**src/rtl/assert_macros.svh**
```systemverilog
// Assertion macros for the trapezoidal shaper RTL.
// Expects clk and rst (synchronous, active high) in the scope of each use.
`ifndef ASSERT_MACROS_SVH
`define ASSERT_MACROS_SVH
`ifndef SYNTH
`define ASSERT_ALWAYS(lbl, expr) \
  lbl: assert property (@(posedge clk) disable iff (rst) (expr)) \
    else $error("assertion failed");
`define ASSERT_IMPL(lbl, ante, cons) \
  lbl: assert property (@(posedge clk) disable iff (rst) (ante) |-> (cons)) \
    else $error("assertion failed");
`define ASSERT_NEXT(lbl, ante, cons) \
  lbl: assert property (@(posedge clk) disable iff (rst) (ante) |=> (cons)) \
    else $error("assertion failed");
`else
`define ASSERT_ALWAYS(lbl, expr)
`define ASSERT_IMPL(lbl, ante, cons)
`define ASSERT_NEXT(lbl, ante, cons)
`endif
`endif

```
**src/rtl/tps_pkg.sv**
```systemverilog
// Shared types and constants for the trapezoidal pulse shaper.
// No dependencies; used by every module of the block.
`default_nettype none

package tps_pkg;

  localparam int MAX_DELAY   = 256;
  localparam int SAMPLE_BITS = 16;

  localparam int ADDR_BITS = $clog2(MAX_DELAY);
  localparam int CNT_BITS  = $clog2(MAX_DELAY + 1);
  localparam int DLY_BITS  = 9;
  localparam int CMP_BITS  = ((CNT_BITS > DLY_BITS) ? CNT_BITS : DLY_BITS) + 1;
  localparam int DIFF_BITS = SAMPLE_BITS + 2;

  localparam int QUEUE_DEPTH = 2;
  localparam int QPTR_BITS   = $clog2(QUEUE_DEPTH);
  localparam int QCNT_BITS   = $clog2(QUEUE_DEPTH + 1);

  localparam int CFG_ADDR_BITS = 3;
  localparam int CFG_DATA_BITS = 32;

  localparam logic [CFG_ADDR_BITS-1:0] REG_RISE_LEN    = 3'd0;
  localparam logic [CFG_ADDR_BITS-1:0] REG_PEAK_DELAY  = 3'd1;
  localparam logic [CFG_ADDR_BITS-1:0] REG_DECAY_CONST = 3'd2;
  localparam logic [CFG_ADDR_BITS-1:0] REG_STEP_MODE   = 3'd3;
  localparam logic [CFG_ADDR_BITS-1:0] REG_OUT_GAIN    = 3'd4;

  typedef struct packed {
    logic signed [SAMPLE_BITS-1:0] sample;
    logic                          chan_start;
  } in_t;

  typedef struct packed {
    logic signed [31:0] shaped;
    logic               clipped;
  } out_t;

  typedef struct packed {
    logic [7:0]  rise_len;
    logic [7:0]  peak_delay;
    logic [15:0] decay_const;
    logic        step_mode;
    logic [31:0] out_gain;
  } cfg_t;

  // one classified sample: tap difference and channel restart flag
  typedef struct packed {
    logic signed [DIFF_BITS-1:0] diff;
    logic                        chan_start;
  } work_t;

endpackage

`default_nettype wire

```
**src/rtl/tps_queue.sv**
```systemverilog
// Short register queue of work items between front and back.
// Depends on tps_pkg.
`default_nettype none

module tps_queue (
  input  wire logic          clk,
  input  wire logic          rst,
  input  wire logic          push,
  output logic               full,
  input  wire tps_pkg::work_t wr_data,
  input  wire logic          pop,
  output logic               empty,
  output tps_pkg::work_t     rd_data
);

  tps_pkg::work_t entries [tps_pkg::QUEUE_DEPTH];
  logic [tps_pkg::QPTR_BITS-1:0] wr_ptr;
  logic [tps_pkg::QPTR_BITS-1:0] rd_ptr;
  logic [tps_pkg::QCNT_BITS-1:0] count;
  logic do_push;
  logic do_pop;

  localparam logic [tps_pkg::QPTR_BITS-1:0] PTR_LAST =
    tps_pkg::QPTR_BITS'(tps_pkg::QUEUE_DEPTH - 1);

  assign full    = (count == tps_pkg::QCNT_BITS'(tps_pkg::QUEUE_DEPTH));
  assign empty   = (count == '0);
  assign do_push = push && !full;
  assign do_pop  = pop && !empty;
  assign rd_data = entries[rd_ptr];

  always_ff @(posedge clk) begin
    if (do_push) begin
      entries[wr_ptr] <= wr_data;
    end
  end

  always_ff @(posedge clk) begin
    if (rst) begin
      wr_ptr <= '0;
      rd_ptr <= '0;
      count  <= '0;
    end else begin
      if (do_push) begin
        wr_ptr <= (wr_ptr == PTR_LAST) ? '0 : wr_ptr + 1'b1;
      end
      if (do_pop) begin
        rd_ptr <= (rd_ptr == PTR_LAST) ? '0 : rd_ptr + 1'b1;
      end
      if (do_push && !do_pop) begin
        count <= count + 1'b1;
      end else if (do_pop && !do_push) begin
        count <= count - 1'b1;
      end
    end
  end

endmodule

`default_nettype wire

```
**config.mk**
```make
export PLATFORM = sky130hd
export DESIGN_NAME = tps_queue
export DESIGN_NICKNAME = d
export VERILOG_FILES = /design/src/rtl/assert_macros.svh /design/src/rtl/tps_pkg.sv /design/src/rtl/tps_queue.sv
export SDC_FILE = /design/constraint.sdc
export NUM_CORES = 1
export LEC_CHECK = 0
export BUFFER_PORTS_ARGS = -buffer_cell sky130_fd_sc_hd__buf_2
export CORE_MARGIN = 2
export CORE_UTILIZATION = 45
export CTS_BUF_LIST = sky130_fd_sc_hd__clkbuf_8 sky130_fd_sc_hd__clkbuf_16
export DETAILED_ROUTE_END_ITERATION = 16
export MAX_ROUTING_LAYER = met4
export PLACE_DENSITY = 0.79
export SLEW_MARGIN = 10
export SYNTH_ARGS = -nofsm -noshare
export SYNTH_HDL_FRONTEND = slang
export SYNTH_SLANG_ARGS = --single-unit
```
**constraint.sdc**
```tcl
create_clock -name clk -period 1.51 [get_ports clk]
set_input_delay 0.151 -clock clk [delete_from_list [all_inputs] [get_ports clk]]
set_output_delay 0.151 -clock clk [all_outputs]
set_load 0.02 [all_outputs]
```
==> metrics.txt, run 1 <==
first-pass GRT wire length between 3000 and 4000 um; antenna violations before repair 0; M1 GR Usage between 10% and 20%; Tcrit/Tclk final roughly 97%; Worst setup endpoint rd_data[15]; Data required, critical path 1.36 ns; Worst Max-Slew Pin Slew about 0.23 ns; DIE WIDTH approximately 63 um; Area contributors post-synth edfxtp_1, mux2_2, dfxtp_1; Fill cells 285; CTS Sinks 43; Yosys reg bits 43; WL final about 2500 um; Crit Reg-Reg Startpoint count[1]; core box area approximately 3400 um2; Ys Warns 0; Leak 0.7983 nW; grt met2 use between 20% and 30%; max_cap viols 0; clk_skew 0.002495 ns; Total GRT Usage between 10% and 20%; Nets roughly 170; antenna fix cells 0; remaining global-route overflow 0; Hold-fix buffers, CTS 0; simple-gate portion of the synthesized area under 10%; Critical Path End Type output port; dpl hpwl around 1800 um; Starting Density a little under half; syn_nets between 100 and 150; clock buffer depth 2; number of synthesized flops with an enable pin 38; status finished clean; Slew Viols, Final 0; R2R cell count 5; synthesized area per cell around 19 um2; compound-cell area share of the yosys netlist between 1.5 and 2%; RSZ-0062 raised after global routing no; area grow syn2layout 28.65%; Avg WL per Cell between 10 and 15 um; reg-to-reg endpoint count[1]; share of cells above drive strength 1 roughly 59%; Via density between 4 and 5; Finished Cell Area around 2000 um2; clk_lat worst skew 0.29 ns; Hold Crit Class in -> reg; GRT Max-Usage Layer met2; number of global-route vias before repair slightly above 900; register area share after synthesis between 70% and 80%; met3 GRT Util under 10%; Mapped Cells 84; fmax between 0.6 and 0.7 GHz; Placement Cell Area 1928 um2; number of DRC markers in iteration 0 22; DRC 0; Worst setup SP type flip-flop; Pre-antenna DRT Iters 4; Distinct cells, synth 14; Die Height roughly 63 um; largest net degree at the start of global routing 13; largest family of logic cells by synthesized area multiplexers; pwr dens ~1700 nW/um2; normalized max-slew margin between 80% and 90%; die area ~4000 um2; worst vdd ir 0.0007170 V; critical hold path startpoint wr_data[0]; area of the mapped netlist 1585 um2; Clk Tree Root Cell clkbuf_8; WS Path Type reg -> out; worst-path fanout max 6; # setup viols final 0; Synth top area share a little under three quarters; post-route ant nets 0; Seq. cell area between 1000 and 1500 um2; count leader, synth edfxtp_1; FF-to-FF setup slack about 0.07 ns; Final min period ~1.5 ns; PortBufs 43; Final Hold Violating Endpoints 0; CTS tree yes; WP data arrival around 1.3 ns; I/O pin total 44; Fin Setup TNS 0 ns; Top FF cell, synth edfxtp_1; row count 21; Adder-Cell Fraction of Synth Area less than 1%; area leader, netlist edfxtp_1; H-tree depth 2; xor/xnor share of the synthesized area 1.657%; number of buffers created by CTS 5; clock transition at the registers of the reported paths 0.07 ns; worst hold margin between 0.04 and 0.05 ns; FFs w/ async S/R, synth 0%; Commonest cells post-synth edfxtp_1, mux2_2, dfxtp_1, nor2_1; multi-input logic area roughly 330 um2; Placer Congestion 0.7536; Vias roughly 900; mux contribution to synthesized area a little over an eighth
## how the worst min path moves through the flow
stage | endpoint | depth (start not counted)
floorplan | count[1] | 1
detailed placement | entries[1][4] | 1
global route | entries[1][0] | 1
CTS | entries[1][0] | 1
global placement | entries[0][1] | 1
finish | entries[1][0] | 1
## stage by stage
stage / instances / total power [W] / worst slack [ns] / utilization [%]
4_1_cts: 187 / 0.003395 / 0.002109 / 59.86
3_5_place_dp: 179 / 0.002726 / 0.02404 / 57.33
3_3_place_gp: 179 / 0.002689 / 0.08885 / 57.33
2_1_floorplan: 84 / 0.002335 / 0.01417 / -
5_1_grt: 189 / 0.003592 / 0.003493 / 60.64
6_report: 189 / 0.003415 / 0.05171 / 60.64
## kinds of logic after synthesis
kind of cell,count (synthesis)
buffers and inverters,4
XOR/XNOR,3
adder cells (fa/ha/maj),1
flip-flops,43
AND/OR/NAND/NOR,9
multiplexers,19
AO/OA/AOI/OAI,5
## worst max-delay path, cell delays in order (launching register included)
cell and delay, ns:
dfxtp_2 0.37, buf_6 0.14, mux2_2 0.34, buf_2 0.16
## final cells by class
type | instances | area share [%]
Tap cell | 46 | 2.822
Timing Repair Buffer | 53 | 15.40
Inverter | 2 | 0.5521
Clock buffer | 5 | 3.374
Clock inverter | 3 | 0.6135
Sequential cell | 43 | 61.04
Multi-Input combinational cell | 37 | 16.20
## placed cells by master, fill, tap and decap left out
| cell type | netlist | layout |
|---|---|---|
| clkinv_2 | 0 | 1 |
| a21oi_1 | 2 | 2 |
| clkbuf_8 | 0 | 5 |
| buf_6 | 0 | 3 |
| mux2_2 | 19 | 19 |
| inv_1 | 2 | 3 |
| edfxtp_1 | 38 | 38 |
| clkinvlp_4 | 0 | 1 |
| and2_2 | 0 | 1 |
| xor2_1 | 3 | 3 |
| buf_4 | 1 | 6 |
| buf_2 | 1 | 43 |
| nor2_1 | 5 | 5 |
| buf_12 | 0 | 1 |
| nor2b_4 | 0 | 1 |
| dfxtp_1 | 5 | 2 |
| o21ai_1 | 0 | 1 |
| ha_1 | 1 | 1 |
| dfxtp_2 | 0 | 3 |
| o21ai_0 | 3 | 2 |
| or3_1 | 2 | 2 |
## registers in the layout, indices dropped and copies added (netlist names), named ones only
register  cells
entries      38
wr_ptr        1
rd_ptr        1
count         2
## repair_timing
action | CTS | global route
endpoints found under the hold margin | 0 | 0
endpoints found under the setup margin | 2 | 8
buffers inserted | 0 | 1
pin swaps | 0 | 1
gates resized for setup | 1 | 8
gates cloned | 0 | 1
## metal layers
layer,vias up,share of wire [%]
li1,432,-
met1,423,40
met2,34,51
met3,7,7.4
met4,0,2.2
met5,-,0
## power by group
| group | internal (W) | leakage [nW] | switching [W] |
|---|---|---|---|
| clock | 0.000310 | 0.0505 | 0.000342 |
| combinational | 0.000542 | 0.351 | 0.000633 |
| sequential | 0.00151 | 0.397 | 0.0000782 |
Note: power is estimated with default switching activity, not from simulation.
==> run 2, diff against run 1 <==
--- a/config.mk
+++ b/config.mk
@@ -7,11 +7,11 @@
 export LEC_CHECK = 0
 export BUFFER_PORTS_ARGS = -buffer_cell sky130_fd_sc_hd__buf_2
 export CORE_MARGIN = 2
-export CORE_UTILIZATION = 45
+export CORE_UTILIZATION = 54
 export CTS_BUF_LIST = sky130_fd_sc_hd__clkbuf_8 sky130_fd_sc_hd__clkbuf_16
 export DETAILED_ROUTE_END_ITERATION = 16
 export MAX_ROUTING_LAYER = met4
-export PLACE_DENSITY = 0.79
+export PLACE_DENSITY = 0.88
 export SLEW_MARGIN = 10
 export SYNTH_ARGS = -nofsm -noshare
 export SYNTH_HDL_FRONTEND = slang
==> constraint.sdc (replaced) <==
create_clock -name clk -period 1.9 [get_ports clk]
set_input_delay 0.19 -clock clk [delete_from_list [all_inputs] [get_ports clk]]
set_output_delay 0.19 -clock clk [all_outputs]
set_load 0.02 [all_outputs]
==> run 2 against run 1 <==
Compared with the run above: non-clock buffer count down 7; sequential power down 21%; register-to-register slack better by 0.27 ns; hold slack better by 0.028 ns; combinational power down 28%; clock skew up 0.0015 ns; total power down 22%; final area down 3.1%; largest cell class unchanged; highest routed layer unchanged.
==> metrics.txt, run 2 (synthesis gave the netlist of run 1 again) <==
Final Hold Violating Endpoints 0; Nets about 160; PortBufs 43; Slew Viols, Final 0; clock transition at the registers of the reported paths 0.08 ns; number of global-route vias before repair about 940; worst vdd ir roughly 0.001 V; met3 GRT Util 5.134%; Seq. cell area 1241 um2; share of cells above drive strength 1 54.41%; # setup viols final 0; multi-input logic area 324.1 um2; most common cell after layout, fill and taps aside buf_2; remaining global-route overflow 0; Tcrit/Tclk final between 80% and 90%; number of buffers created by CTS 5; Die Height roughly 58 um; Placer Congestion around 0.66; die area approximately 3400 um2; Vias just under 900; Worst setup SP type flip-flop; DRC 0; GRT Max-Usage Layer met2; antenna fix cells 0; grt met2 use just under 30%; core box area approximately 2800 um2; pwr dens 1349 nW/um2; Critical Path End Type output port; max reg flops 38; fmax 0.5895 GHz; worst hold margin around 0.08 ns; commonest cells after routing, fill and taps aside buf_2, edfxtp_1, mux2_2; Leak roughly 0.76 nW; clk_skew slightly above 0.004 ns; clk_lat worst skew 0.29 ns; postcts setup bufs 0; Starting Density ~57%; dpl hpwl roughly 1800 um; Regs by FF count entries (38), count (2); normalized max-slew margin 77.26%; WL final about 2400 um; first-pass GRT wire length about 3800 um; M1 GR Usage between 10% and 20%; row count 19; Pre-antenna DRT Iters 4; Final min period 1.696 ns; number of DRC markers in iteration 0 24; post-route ant nets 0; antenna violations before repair 0; H-tree depth 2; I/O pin total 44; Finished Cell Area 1976 um2; Design Power approximately 0.0027 W; CTS tree yes; WS Path Type reg -> out; Fin Setup TNS 0 ns; Hold-fix buffers, CTS 0; Total GRT Usage 16.19%; CTS Sinks between 40 and 50; PostCTS Resize Cnt 0; clock buffer depth 2; Worst Max-Slew Pin Slew approximately 0.34 ns; Avg WL per Cell 14.47 um; DIE WIDTH 58.18 um; RSZ-0062 raised after global routing no; max_cap viols 0; Via density 5.263; Clk Tree Root Cell clkbuf_8; Placement Cell Area approximately 1900 um2; largest net degree at the start of global routing 15; Biggest register entries; area grow syn2layout 24.62%; worst-path fanout max 14; status finished clean; Data required, critical path 1.71 ns; Hold Crit Class in -> reg; post-layout util a little under three quarters; Fill cells 190; WP data arrival between 1.5 and 2 ns
run 2: power breakdown:
group          internal [W]  switching (W)
Combinational      0.000377       0.000468
Clock              0.000255       0.000301
Sequential          0.00119      0.0000705
Total               0.00183       0.000840
run 2: layout make-up:
| cell class | instances | share of cell area [%] |
|---|---|---|
| multi-input cells | 37 | 16.40 |
| well taps | 31 | 1.963 |
| clock inverters | 3 | 1.013 |
| clock buffers | 5 | 3.483 |
| flip-flops and latches | 43 | 62.82 |
| inverters | 2 | 0.3800 |
| repair buffers | 46 | 13.93 |
run 2: worst paths after layout:
| check | end | depth (start not counted) | start | slack [ns] |
|---|---|---|---|---|
| hold / removal | entries[1][2] | 1 | wr_data[2] | 0.08 |
| setup / recovery | rd_data[8] | 3 | flip-flop | 0.20 |
| hold reg to reg | wr_ptr | 2 | wr_ptr | 0.49 |
| setup reg to reg | entries[0][17] | 4 | count[0] | 0.34 |
run 2: routing by layer:
layer,routed length (um),up-vias
li1,-,421
met1,919,421
met2,1297,32
met3,152,5
met4,48,0
met5,0,-
run 2: worst max-delay path: stages (launching register included):
cell and delay [ns]:
dfxtp_1 0.51, buf_12 0.19, mux2_2 0.34, buf_2 0.16
run 2: metrics by stage:
step / setup slack, ns / cells
after floorplan: 0.2858 / 84
after global placement: 0.3880 / 159
after detailed placement: 0.3267 / 159
after CTS: 0.1824 / 167
after global routing: 0.1560 / 167
final: 0.2037 / 167
